--- config.mk ---
export PLATFORM = sky130hd
export DESIGN_NAME = sce_queue
export DESIGN_NICKNAME = d
export VERILOG_FILES = /design/src/rtl/core/sce_pkg.sv /design/src/rtl/core/sce_queue.sv
export SDC_FILE = /design/constraint.sdc
export NUM_CORES = 1
export LEC_CHECK = 0
export ABC_AREA = 1
export BUFFER_PORTS_ARGS = -buffer_cell sky130_fd_sc_hd__buf_4
export CAP_MARGIN = 20
export CORE_AREA = 3 3 320 322
export CTS_CLUSTER_DIAMETER = 60
export DETAILED_ROUTE_END_ITERATION = 10
export DIE_AREA = 0 0 323 325
export PLACE_DENSITY = 0.54
export SYNTH_ARGS = -nofsm -noshare
export SYNTH_HDL_FRONTEND = slang
export SYNTH_SLANG_ARGS = --single-unit
--- constraint.sdc ---
create_clock -name aclk -period 19.4 [get_ports aclk]
set_clock_uncertainty 0.2 [all_clocks]
set_input_delay 4.85 -clock aclk [delete_from_list [all_inputs] [get_ports aclk]]
set_output_delay 4.85 -clock aclk [all_outputs]
set_load 0.005 [all_outputs]
--- src/rtl/core/sce_pkg.sv ---
`timescale 1ns / 1ps
// ---------------------------------------------------------------------------
// sce_pkg
// Shared types, constants and helpers for the slab centroid extremes block.
// ---------------------------------------------------------------------------
package sce_pkg;

    localparam int COORD_W        = 32;
    localparam int CFG_W          = 5;
    localparam int CNT_MAX_W      = 17;      // holds a point count up to 65536
    localparam int MAX_POINTS_DEF = 1024;
    localparam int MAX_SLABS_DEF  = 16;

    localparam logic [CFG_W-1:0] SLAB_CFG_RESET = 5'd8;

    typedef logic signed [COORD_W-1:0] coord_t;

    localparam coord_t COORD_MAX = 32'sh7FFF_FFFF;
    localparam coord_t COORD_MIN = 32'sh8000_0000;

    typedef struct packed {
        coord_t px;
        coord_t py;
        coord_t pz;
        logic   final_point;
    } point_in_t;

    typedef struct packed {
        coord_t lx;
        coord_t ly;
        coord_t lz;
        logic   run_end;
    } result_t;

    typedef struct packed {
        coord_t x;
        coord_t y;
        coord_t z;
    } point_t;

    // Everything the back end needs about one finished load
    typedef struct packed {
        coord_t                 min_x;
        coord_t                 max_x;
        coord_t                 min_y;
        coord_t                 max_y;
        coord_t                 min_z;
        coord_t                 max_z;
        point_t                 left;
        point_t                 right;
        logic [CNT_MAX_W-1:0]   count;
        logic [CFG_W-1:0]       slab_cfg;
    } run_desc_t;

    typedef enum logic [3:0] {
        B_IDLE,
        B_EDGE_START,
        B_EDGE_WAIT,
        B_SCAN_RD,
        B_SCAN_WAIT,
        B_SCAN_CLS,
        B_SCAN_ACC,
        B_EMIT_LEFT,
        B_SLAB_CHECK,
        B_DIV_START,
        B_DIV_WAIT,
        B_EMIT_CENT,
        B_EMIT_RIGHT
    } back_state_t;

    function automatic int max_int(input int a, input int b);
        return (a > b) ? a : b;
    endfunction

endpackage

--- src/rtl/core/sce_queue.sv ---
`timescale 1ns / 1ps
// ---------------------------------------------------------------------------
// sce_queue
// Two-entry queue of run descriptors between the front and back ends.
// ---------------------------------------------------------------------------
module sce_queue (
    input  logic              aclk,
    input  logic              aresetn,
    input  logic              push,
    input  sce_pkg::run_desc_t push_data,
    output logic              full,
    input  logic              pop,
    output sce_pkg::run_desc_t pop_data,
    output logic              empty
);

    sce_pkg::run_desc_t entry_reg [2];
    logic               wr_ptr_reg, wr_ptr_next;
    logic               rd_ptr_reg, rd_ptr_next;
    logic [1:0]         fill_reg, fill_next;
    logic               do_push;
    logic               do_pop;

    assign full     = (fill_reg == 2'd2);
    assign empty    = (fill_reg == 2'd0);
    assign do_push  = push && !full;
    assign do_pop   = pop && !empty;
    assign pop_data = entry_reg[rd_ptr_reg];

    // Advance pointers and track fill level
    always_comb begin
        wr_ptr_next = wr_ptr_reg ^ do_push;
        rd_ptr_next = rd_ptr_reg ^ do_pop;
        fill_next   = fill_reg;
        if (do_push && !do_pop) begin
            fill_next = fill_reg + 2'd1;
        end else if (do_pop && !do_push) begin
            fill_next = fill_reg - 2'd1;
        end
    end

    always_ff @(posedge aclk) begin
        if (!aresetn) begin
            wr_ptr_reg <= 1'b0;
            rd_ptr_reg <= 1'b0;
            fill_reg   <= 2'd0;
        end else begin
            wr_ptr_reg <= wr_ptr_next;
            rd_ptr_reg <= rd_ptr_next;
            fill_reg   <= fill_next;
        end
    end

    always_ff @(posedge aclk) begin
        if (do_push) begin
            entry_reg[wr_ptr_reg] <= push_data;
        end
    end

endmodule

### Yosys cells after proc, flatten, opt, wreduce, memory -nomap -nowiden

Memories as Yosys holds them, arrays and structs flattened. A register that Yosys moved wholly into a read port is not among the register bits.
Cells that the tools add are included.
Widths: inputs -> output; s select.

* mux-type cells: 5
* eq/ne operators: 1
* bitwise operators: 2
* reduce and logical (&&, ||, !) cells: 10
* add/sub/neg operators: 2

Operator list (count)
* $logic_and 1x1->1: 4
* $logic_not 1->1: 4
* $mux 2: 2
* $mux 1: 3
* $add 2x1->2 const B: 1
* $eq 2x2->1 const B: 1
* $logic_not 2->1: 1
* $reduce_bool 2->1: 1
* $sub 2x1->2 const B: 1
* $xor 1x1->1: 2

* output and inout port bits: 408
* bits in writable memories: 812
* register bits: 4
* memories: 1

Memories
* entry_reg: words 2, width 406, rd ports 1, clocked after Yosys merged registers in 1, write ports 1, RTL line sce_queue.sv:17 `sce_pkg::run_desc_t entry_reg [2];`

### Logic depth before layout (Yosys ltp)

Gate-level depths: netlist (run 1).

* depth after elaboration: 7
* gate-level depth with buffers: 10
* depth with buffers taken out: 10

### Worst setup path after synthesis (run 1)

OpenSTA, ideal clock, no wires.

* kind: in2reg
* start point: input push
* end point: memory entry_reg[1][0] in the netlist's numbering (enable)
* path slack: 4.036 ns
* stages on the path: 3
* data required time: 18.376 ns
* arrival: 14.339 ns
* library setup time: 0.824 ns
* path buffers: 0
* cells stage by stage: inv_1 > nor2_1 > ha_1

* cells in the longest elaborated chain, start to end: 3

RTL lines
* start: declaration: RTL line sce_queue.sv:9 `input logic push,`
* $logic_and 1x1->1: RTL line sce_queue.sv:26 `assign do_push = push && !full;`
* $mux 1: RTL line sce_queue.sv:55 `if (do_push) begin`
* $mux 1 (not written as such): RTL line sce_queue.sv:56 `entry_reg[wr_ptr_reg] <= push_data;`
* end: declaration: RTL line sce_queue.sv:17

Every way passes these cells.

==> summary.txt, run 1 <==
Synthesis
  – Adder-Cell Fraction of Synth Area: 0.00121
  – Most frequent cell after synthesis: edfxtp_1
  – Mux share of post-synthesis cell area: 0.189
  – Post-synthesis compound-gate area fraction: 0.000646
  – Syn Area/Cell: 23.9 µm²
  – Post-Synth XOR/XNOR Area: 0
  – Synth top cells by count: edfxtp_1, mux2_4, mux2_2
  – Simple-gate share of the synthesized area: 0.00190
  – Cell taking the most area after synthesis: edfxtp_1
  – Synth Net Count: 1,711
  – Largest family of logic cells by synthesized area: multiplexers
  – Ys async rst share: 0
  – Top area cells in the synthesized netlist: edfxtp_1, mux2_4, mux2_2
  – Sequential fraction of the synthesis area: 0.790
  – EDFF count, synth: 812
  – Cell variety after synth: 16
  – Gate Count Post-Synth: 1,298
  – Synth warn: 0
  – FF+latch count, synth: 817
  – Synth Cell Area: 31,000 µm²
  – Most used DFF post-synth: edfxtp_1
  – Synth top area share: 0.787

Power and ir drop
  – Net Sw Power: 1.36 mW
  – Seq pwr share: 0.441
  – PnR Total Power: 5.38 mW
  – Switching part of the total: 0.252
  – P_leak: 15.8 nW
  – Cell Pwr Density: 130 nW/µm²
  – Clock share of power: 0.303
  – Worst vdd ir: 73.7 µV
  – Logic pwr share: 0.256
  – P_int: 4.02 mW

Setup path
  – Arrival time at the worst endpoint: 4.08 ns
  – Critical-path maximum fanout: 122
  – Crit Path Class: reg2out
  – Max incr delay on CP: 1.03 ns
  – Crit end category: output port
  – Critical path buffers and inverters: 3
  – Critical Path Slowest Stage Cell: dfxtp_4
  – CP delay by family, top: buffers and inverters
  – CP dominant cell by count: buf_4
  – CP required: 14.35 ns
  – Crit-path cells: buf_12, buf_4, mux2_2, buf_4
  – Critical Path Source Type: register

Outcome
  – Outcome: finished clean

STA
  – Fmax: 0.110 GHz
  – Setup tns final: 0 ns
  – Setup Viol. Count Final: 0
  – Worst slew margin: 0.264
  – Fin crit period: 9.13 ns
  – Fin crit share: 0.470
  – Worst slew pin tran: 1.10 ns
  – RSZ-0062 raised after global routing: false
  – Final Hold Viols: 0
  – Final max-slew violation count: 0

Clock network
  – Clk_lat worst skew: 0.65 ns
  – TritonCTS clock tree: built
  – Worst-path clk slew: 0.05 ns
  – Bufs on Longest Clock Path: 3
  – TritonCTS buffer count: 90
  – CTS H-tree lvls: 3
  – Sink Count: 817
  – CTS Hold Bufs: 0
  – Setup Fix Bufs, Post-CTS: 0
  – CTS resizes: 0
  – Root Buffer Master: clkbuf_16

Floorplan
  – Die area: 105,000 µm²
  – Chip width: 323 µm
  – Core Box Area: 99,900 µm²
  – Die Span Y: 325 µm
  – Starting Density: 0.310
  – Rows: 116
  – IO Count: 818

Flow run
  – Max-cap viol count: 0

Final layout
  – Max FFs per register: 812
  – Final instance area: 41,300 µm²
  – Reg area: 24,500 µm²
  – Multi-input combinational cell area: 5990 µm²
  – Layout area overhead: 33.2%
  – FILL cells: 8,946
  – Layout Nets: 2,591
  – Share of cells above drive strength 1: 0.607

Hold path
  – Min-Delay Path Class: reg2reg

Route
  – Via total after detailed routing: 15,286
  – DR vias/cell: 4.30
  – Routed Antenna Nets: 0
  – Drt drc: 0
  – Routed WL: 76,500 µm
  – 1st-pass router iterations: 4
  – DR iter-0 viols: 980
  – Drt wl/cell: 21.5 µm

Placed design
  – HPWL after DPL: 55,000 µm
  – Port bufs: 817
  – GPL Wtd Cong: 0.786
  – Area after DPL: 38,400 µm²

Global route
  – Total GRT Usage: 0.140
  – Antenna violations before repair: 6
  – Largest net degree at the start of global routing: 123
  – Grt ovf: 0
  – Vias in the first global route: 16,317
  – First-pass GRT wire length: 108,000 µm
==> final timing paths <==
kind,from,cells past startpoint,slack (ns),to
worst max-delay path,register,4,10.27,pop_data[398]
worst min-delay path,fill_reg[0],2,0.36,fill_reg[0]
worst max register to register,fill_reg[1],7,14.60,entry_reg[0][104]
worst min register to register,fill_reg[0],2,0.36,fill_reg[0]
==> power groups by stage <==
stage / Combinational [mW] / Sequential, mW / Clock, mW
after floorplan: 0.761 / 2.51 / 0
after global routing: 1.47 / 2.40 / 1.76
after global placement: 1.39 / 2.41 / 0
after CTS: 1.41 / 2.38 / 1.69
final: 1.38 / 2.37 / 1.63
after detailed placement: 1.40 / 2.41 / 0
==> logic make-up (layout without fill, tap and decap cells) <==
logic type / count (synthesis) / in the layout
compound gates: 4 / 4
buf+inv: 54 / 1007
mux: 406 / 406
flops: 817 / 817
other cells: 0 / 7
simple gates: 14 / 14
fa+ha+maj: 3 / 3
==> metal layers <==
layer	vias to the layer above	wire [µm]	GRT usage
li1	6966	-	-
met1	7655	26200	0.140
met2	557	40800	0.253
met3	108	7300	0.0550
met4	0	2170	0.0598
met5	-	0	0
==> cell type report <==
cell class,count,share of cell area
clock inverters,50,0.0106
diodes,7,0.000424
well taps,1298,0.0393
clock buffers,115,0.0586
multi-input cells,427,0.145
flip-flops and latches,817,0.593
inverters,9,0.000818
repair buffers,833,0.152
==> per-stage QoR <==
stage | setup slack [ns] | std cells | util | hold WS (ns)
detailed placement | 10.05 | 3384 | 0.385 | 0.345
floorplan | 4.04 | 1298 | - | 0.296
global route | 10.03 | 3554 | 0.413 | 0.399
global placement | 10.11 | 3384 | 0.385 | 0.310
CTS | 10.15 | 3549 | 0.413 | 0.355
finish | 10.27 | 3556 | 0.413 | 0.357
==> layout by cell type, fill, tap and decap left out, drive strengths merged <==
master,instances
buf,833
edfxtp,812
mux2,406
clkbuf,115
clkinv,38
inv,13
diode,7
nor2,7
bufinv,6
dfxtp,5
nand2,4
o21ai,3
ha,3
clkinvlp,2
and2,1
a21oi,1
nand3,1
nand4,1
==> worst register-to-register path, cell delays in order (launching register included) <==
cell	delay, ns
dfxtp_1	0.34
inv_1	0.08
nor2_1	0.06
nor2_1	0.33
ha_4	0.90
buf_4	0.86
buf_4	0.83
buf_4	0.76
Power figures use the tool's default switching activity.
==> inputs of run 2 (changes only) <==
ABC_AREA = 0   (was 1)
CORE_AREA = 3 3 314 316   (was 3 3 320 322)
DIE_AREA = 0 0 317 319   (was 0 0 323 325)
PLACE_DENSITY = 0.56   (was 0.54)
clock period = 7.5 ns   (was 19.4 ns; I/O delays follow)
==> run 2 against run 1 <==
Net effect: setup slack worse by 7.6 ns; area after synthesis is 3.9% lower; clock power rose to 2.6 times the previous value; via count increased by 0.70%; sequential power grew to 2.5 times the previous value; combinational power rose to 2.6 times the previous value; critical endpoint is now pop_data[98].
==> summary.txt, run 2 <==
Setup path
  – Worst R2R Start: fill_reg[0] (was fill_reg[1])
  – Critical Path Source Type: register (unchanged)
  – Critical path buffers and inverters: 2 (was 3)
  – Arrival time at the worst endpoint: 2.70 ns (was 4.08 ns)
  – Critical Path Slowest Stage Cell: buf_4 (was dfxtp_4)
  – Crit end category: output port (unchanged)
  – CP required: 5.43 ns (was 14.35 ns)
  – CP dominant cell by count: buf_4 (unchanged)
  – Crit Path Class: reg2out (unchanged)
  – Crit-path cells: buf_4, mux2_2, buf_4 (was buf_12, buf_4, mux2_2, buf_4)
  – CP delay by family, top: buffers and inverters (unchanged)
  – Max incr delay on CP: 0.78 ns (was 1.03 ns)
  – Critical-path maximum fanout: 67 (was 122)

STA
  – Hold slack final: 0.340 ns (was 0.357 ns)
  – Final max-slew violation count: 0 (unchanged)
  – Fin crit share: 0.637
  – Setup tns final: 0 ns (unchanged)
  – Fmax: 0.209 GHz
  – Setup WS post-layout: 2.72 ns (was 10.27 ns)
  – Final Hold Viols: 0 (unchanged)
  – RSZ-0062 raised after global routing: false (unchanged)
  – Setup Viol. Count Final: 0 (unchanged)
  – Worst slew pin tran: 1.07 ns (was 1.10 ns)
  – Fin crit period: 4.78 ns
  – Worst slew margin: 0.284 (was 0.264)

Clock network
  – Clk_lat worst skew: 0.64 ns (was 0.65 ns)
  – CTS Hold Bufs: 0 (unchanged)
  – TritonCTS clock tree: built (unchanged)
  – CTS resizes: 0 (unchanged)
  – Bufs on Longest Clock Path: 3 (unchanged)
  – Setup Fix Bufs, Post-CTS: 0 (unchanged)
  – TritonCTS buffer count: 93 (was 90)
  – Worst-path clk slew: 0.06 ns (was 0.05 ns)
  – Sink Count: 817 (unchanged)
  – Root Buffer Master: clkbuf_16 (unchanged)
  – CTS H-tree lvls: 3 (unchanged)

Placed design
  – Port bufs: 817 (unchanged)
  – Area after DPL: 37,300 µm² (was 38,400 µm²)
  – GPL Wtd Cong: 0.821 (was 0.786)
  – Worst slack, placed: 2.86 ns (was 10.05 ns)
  – Placed instance count: 3,354 (was 3,384)
  – HPWL after DPL: 54,000 µm (was 55,000 µm)

Final layout
  – Layout Nets: 2,586 (was 2,591)
  – Leading cell types in the layout, fill and taps excluded: buf_4, edfxtp_1, mux2_2 (was buf_4, edfxtp_1, mux2_4)
  – Most common cell after layout, fill and taps aside: buf_4 (unchanged)
  – Share of cells above drive strength 1: 0.611 (was 0.607)
  – Final instance area: 40,200 µm² (was 41,300 µm²)
  – FILL cells: 8,679 (was 8,946)
  – Layout area overhead: 35.1% (was 33.2%)
  – Max FFs per register: 812 (unchanged)
  – Layout Cells excl Fill: 3,542 (was 3,556)
  – Multi-input combinational cell area: 4840 µm² (was 5990 µm²)
  – Reg area: 24,500 µm² (unchanged)
  – Final Util: 0.418 (was 0.413)

Synthesis
  – Largest family of logic cells by synthesized area: multiplexers (unchanged)
  – Simple-gate share of the synthesized area: 0.00160 (was 0.00190)
  – Cell taking the most area after synthesis: edfxtp_1 (unchanged)
  – Syn Area/Cell: 23.1 µm² (was 23.9 µm²)
  – Sequential fraction of the synthesis area: 0.822 (was 0.790)
  – EDFF count, synth: 812 (unchanged)
  – Most used DFF post-synth: edfxtp_1 (unchanged)
  – Mux share of post-synthesis cell area: 0.157 (was 0.189)
  – Gate Count Post-Synth: 1,286 (was 1,298)
  – Cell variety after synth: 18 (was 16)
  – Synth warn: 0 (unchanged)
  – Synth Cell Area: 29,800 µm² (was 31,000 µm²)
  – FF+latch count, synth: 817 (unchanged)
  – Synth Net Count: 1,699 (was 1,711)
  – Ys async rst share: 0 (unchanged)
  – Synth top area share: 0.819 (was 0.787)
  – Top area cells in the synthesized netlist: edfxtp_1, mux2_2, mux2_4 (was edfxtp_1, mux2_4, mux2_2)
  – Post-Synth XOR/XNOR Area: 0.000883 (was 0)
  – Most frequent cell after synthesis: edfxtp_1 (unchanged)
  – Post-synthesis compound-gate area fraction: 0.000588 (was 0.000646)
  – Adder-Cell Fraction of Synth Area: 0.00126 (was 0.00121)
  – Synth top cells by count: edfxtp_1, mux2_2, buf_6 (was edfxtp_1, mux2_4, mux2_2)

Route
  – 1st-pass router iterations: 4 (unchanged)
  – Routed Antenna Nets: 0 (unchanged)
  – Drt drc: 0 (unchanged)
  – Drt wl/cell: 21.4 µm (was 21.5 µm)
  – DR iter-0 viols: 769 (was 980)
  – Routed WL: 75,800 µm (was 76,500 µm)
  – DR vias/cell: 4.35 (was 4.30)
  – Via total after detailed routing: 15,393 (was 15,286)

Global route
  – First-pass GRT wire length: 107,000 µm (was 108,000 µm)
  – Largest net degree at the start of global routing: 133 (was 123)
  – Antenna violations before repair: 18 (was 6)
  – Grt ovf: 0 (unchanged)
  – Vias in the first global route: 16,696 (was 16,317)
  – Total GRT Usage: 0.143 (was 0.140)

Power and ir drop
  – Cell Pwr Density: 344 nW/µm² (was 130 nW/µm²)
  – P_leak: 14.7 nW (was 15.8 nW)
  – P_int: 10.2 mW (was 4.02 mW)
  – PnR Total Power: 13.8 mW (was 5.38 mW)
  – Logic pwr share: 0.256 (about the same)
  – Clock share of power: 0.308 (was 0.303)
  – Seq pwr share: 0.435 (was 0.441)
  – Switching part of the total: 0.260 (was 0.252)
  – Net Sw Power: 3.59 mW (was 1.36 mW)
  – Worst vdd ir: 237 µV (was 73.7 µV)

Floorplan
  – Die area: 101,000 µm² (was 105,000 µm²)
  – Core Box Area: 96,300 µm² (was 99,900 µm²)
  – IO Count: 818 (unchanged)
  – Die Span Y: 319 µm (was 325 µm)
  – Chip width: 317 µm (was 323 µm)
  – Rows: 114 (was 116)
  – Starting Density: 0.309 (was 0.310)

Hold path
  – Min-delay src: fill_reg[1] (was fill_reg[0])
  – Min-Delay Path Class: reg2reg (unchanged)

Outcome
  – Outcome: finished clean (unchanged)

Flow run
  – Max-cap viol count: 0 (unchanged)
run 2: cell count changes after synthesis, sizes merged:
cell,delta
inv,-8
nand3,-1
nor2,-6
nand2,-4
and2,+2
a21oi,-1
nand4,-1
or3,+1
nor2b,+3
a21boi,+1
xor2,+1
o21ai,-1
xnor2,+2
run 2: final cells by class:
| cell class | instances | share of cell area |
|---|---|---|
| diodes | 17 | 0.00106 |
| inverters | 1 | 0.0000933 |
| clock inverters | 55 | 0.0105 |
| multi-input cells | 423 | 0.120 |
| repair buffers | 837 | 0.158 |
| flip-flops and latches | 817 | 0.609 |
| clock buffers | 116 | 0.0616 |
| well taps | 1276 | 0.0397 |
run 2: logic make-up after synthesis:
group	count (synthesis)
xor+xnor	3
buf+inv	46
simple gates	8
fa+ha+maj	3
compound gates	3
flops	817
mux	406
run 2: worst paths after layout:
check / slack, ns / cells after the start / endpoint
max reg2reg: 4.34 / 4 / entry_reg[0][98]
max: 2.72 / 3 / pop_data[98]
min: 0.34 / 2 / fill_reg[1]
min reg2reg: 0.34 / 2 / fill_reg[1]
run 2: power by group through the flow:
stage                     Sequential [mW]  Combinational, mW  Clock [mW]
after global placement               6.09               3.60           0
after detailed placement             6.13               3.62           0
after CTS                            6.04               3.64        4.41
after floorplan                      6.23               1.80           0
after global routing                 6.09               3.80        4.59
final                                6.02               3.55        4.26
run 2: routing by layer:
layer | GRT usage | up-vias | share of wire
met3 | 0.0519 | 123 | 0.084
met1 | 0.142 | 7783 | 0.34
met5 | 0 | - | 0
met2 | 0.264 | 525 | 0.55
li1 | - | 6962 | -
met4 | 0.0631 | 0 | 0.032
run 2: worst reg2reg max path: cells and delay by family (launching register included):
family | cells | cell delay, ns
adders and majority gates | 1 | 0.86
buffers and inverters | 1 | 0.76
and+or+nand+nor | 2 | 0.52
DFF | 1 | 0.42
==> inputs of run 3 (changes only) <==
CORE_AREA = 3 3 317 319   (was 3 3 314 316)
DIE_AREA = 0 0 320 322   (was 0 0 317 319)
PLACE_DENSITY = 0.53   (was 0.56)
clock period = 4.4 ns   (was 7.5 ns; I/O delays follow)
==> run 3 against run 2 <==
Net effect: clock power grew 68%; sequential power grew 69%; first-iteration DRC count grew 4.0%; critical endpoint is now pop_data[402]; largest cell class unchanged; largest power group unchanged; highest routed layer is now met5.
==> summary.txt, run 3 (synthesized netlist as in run 2, its figures left out) <==
Floorplan
  – Die Span Y: 322 µm (was 319 µm)
  – Core Box Area: 98,100 µm² (was 96,300 µm²)
  – Starting Density: 0.303 (was 0.309)
  – Die area: 103,000 µm² (was 101,000 µm²)
  – Chip width: 320 µm (was 317 µm)
  – Rows: 115 (was 114)
  – IO Count: 818 (unchanged)

Final layout
  – Leading cell types in the layout, fill and taps excluded: buf_4, edfxtp_1, mux2_2 (unchanged)
  – Most common cell after layout, fill and taps aside: buf_4 (unchanged)
  – Max FFs per register: 812 (unchanged)
  – Layout Nets: 2,600 (was 2,586)
  – Layout area overhead: 35.6% (was 35.1%)
  – Layout Cells excl Fill: 3,549 (was 3,542)
  – Final Util: 0.411 (was 0.418)
  – Share of cells above drive strength 1: 0.616 (was 0.611)

Clock network
  – Sink Count: 817 (unchanged)
  – Bufs on Longest Clock Path: 3 (unchanged)
  – CTS H-tree lvls: 3 (unchanged)
  – Worst-path clk slew: 0.06 ns (about the same)
  – Setup Fix Bufs, Post-CTS: 0 (unchanged)
  – TritonCTS clock tree: built (unchanged)
  – Root Buffer Master: clkbuf_16 (unchanged)
  – Clk_lat worst skew: 0.64 ns (about the same)
  – CTS Hold Bufs: 0 (unchanged)
  – CTS resizes: 0 (unchanged)
  – TritonCTS buffer count: 89 (was 93)

Power and ir drop
  – PnR Total Power: 23.6 mW (was 13.8 mW)
  – P_leak: 14.8 nW (was 14.7 nW)
  – Worst vdd ir: 303 µV (was 237 µV)
  – Cell Pwr Density: 585 nW/µm² (was 344 nW/µm²)

Hold path
  – Hold path cells: 2 (unchanged)
  – Min-Delay Path Class: reg2reg (unchanged)
  – WHS Endpoint: fill_reg[1] (unchanged)
  – Min-delay src: fill_reg[1] (unchanged)

Setup path
  – Arrival time at the worst endpoint: 2.36 ns (was 2.70 ns)
  – Critical Path Source Type: register (unchanged)
  – Reg2reg end: entry_reg[1][94] (was entry_reg[0][98])
  – R2R Setup Slk: 1.93 ns (was 4.34 ns)
  – CP required: 3.10 ns (was 5.43 ns)
  – FF-to-FF path depth: 4 (unchanged)
  – Crit end category: output port (unchanged)
  – Crit Path Class: reg2out (unchanged)
  – Critical-path maximum fanout: 31 (was 67)
  – Worst R2R Start: fill_reg[0] (unchanged)

STA
  – RSZ-0062 raised after global routing: false (unchanged)
  – Fmax: 0.273 GHz
  – Fin crit share: 0.833
  – Hold slack final: 0.344 ns (was 0.340 ns)
  – Setup tns final: 0 ns (unchanged)
  – Final Hold Viols: 0 (unchanged)
  – Worst slew pin tran: 0.750 ns (was 1.07 ns)
  – Fin crit period: 3.66 ns
  – Setup Viol. Count Final: 0 (unchanged)
  – Final max-slew violation count: 0 (unchanged)
  – Worst slew margin: 0.500 (was 0.284)

Global route
  – Total GRT Usage: 0.140 (was 0.143)
  – Grt ovf: 0 (unchanged)
  – Vias in the first global route: 16,680 (was 16,696)
  – First-pass GRT wire length: 108,000 µm (was 107,000 µm)
  – Largest net degree at the start of global routing: 106 (was 133)
  – Antenna violations before repair: 7 (was 18)

Placed design
  – HPWL after DPL: 54,500 µm (was 54,000 µm)
  – Placed instance count: 3,383 (was 3,354)
  – Port bufs: 817 (unchanged)
  – GPL Wtd Cong: 0.784 (was 0.821)

Route
  – Met1 wire length: 25,600 µm (was 25,500 µm)
  – Drt wl/cell: 21.3 µm (was 21.4 µm)
  – DR vias/cell: 4.32 (was 4.35)
  – Via total after detailed routing: 15,337 (was 15,393)
  – Routed WL: 75,800 µm (about the same)
  – DR iter-0 viols: 800 (was 769)
  – Met2 WL: 41,700 µm (was 41,600 µm)
  – Routed Antenna Nets: 0 (unchanged)
  – Met3 WL post-DR: 6680 µm (was 6340 µm)
  – Drt drc: 0 (unchanged)
  – Top Metal Used: met5 (was met4)
  – 1st-pass router iterations: 4 (unchanged)

Flow run
  – Max-cap viol count: 0 (unchanged)

Outcome
  – Outcome: finished clean (unchanged)
-- run 3: layout make-up --
| class | count | area (µm²) |
|---|---|---|
| fill | 8846 | 57800 |
| sequential | 817 | 24500 |
| timing repair buffer | 855 | 6580 |
| multi-input combinational | 423 | 4850 |
| clock buffer | 121 | 2480 |
| tap | 1287 | 1610 |
| clock inverter | 41 | 357 |
| antenna | 4 | 10.0 |
| inverter | 1 | 3.75 |
-- run 3: power breakdown --
| part | total [mW] | leakage, nW | switching, mW | internal, mW |
|---|---|---|---|---|
| combinational | 6.22 | 5.81 | 2.91 | 3.31 |
| sequential | 10.2 | 7.62 | 0.249 | 9.99 |
| clock | 7.17 | 1.40 | 2.91 | 4.26 |
-- run 3: per-layer routing --
| layer | GRT usage | vias up |
|---|---|---|
| li1 | - | 6981 |
| met1 | 0.141 | 7690 |
| met2 | 0.264 | 555 |
| met3 | 0.0579 | 105 |
| met4 | 0.0406 | 6 |
| met5 | 0 | - |
-- run 3: critical path, stage by stage, from the launching register on --
cell and delay (ns):
dfxtp_4 0.50, buf_12 0.24, buf_4 0.40, mux2_2 0.40
buf_4 0.14
-- run 3: metrics by stage --
step / instance area (µm²) / setup WS, ns
2_1_floorplan: 29800 / -0.479
3_3_place_gp: 37500 / 1.27
3_5_place_dp: 37500 / 1.26
4_1_cts: 40400 / 0.598
5_1_grt: 40400 / 0.586
6_report: 40400 / 0.736
-- run 3: worst max-delay path by stage --
stage               depth (start not counted)  startpoint  slack [ns]           endpoint
finish                                      4    register        0.74      pop_data[402]
global route                                4    register        0.59      pop_data[402]
CTS                                         4    register        0.60      pop_data[402]
detailed placement                          4        push        1.26  entry_reg[1][104]
global placement                            4        push        1.27  entry_reg[1][393]
floorplan                                   2        push       -0.48    entry_reg[1][0]
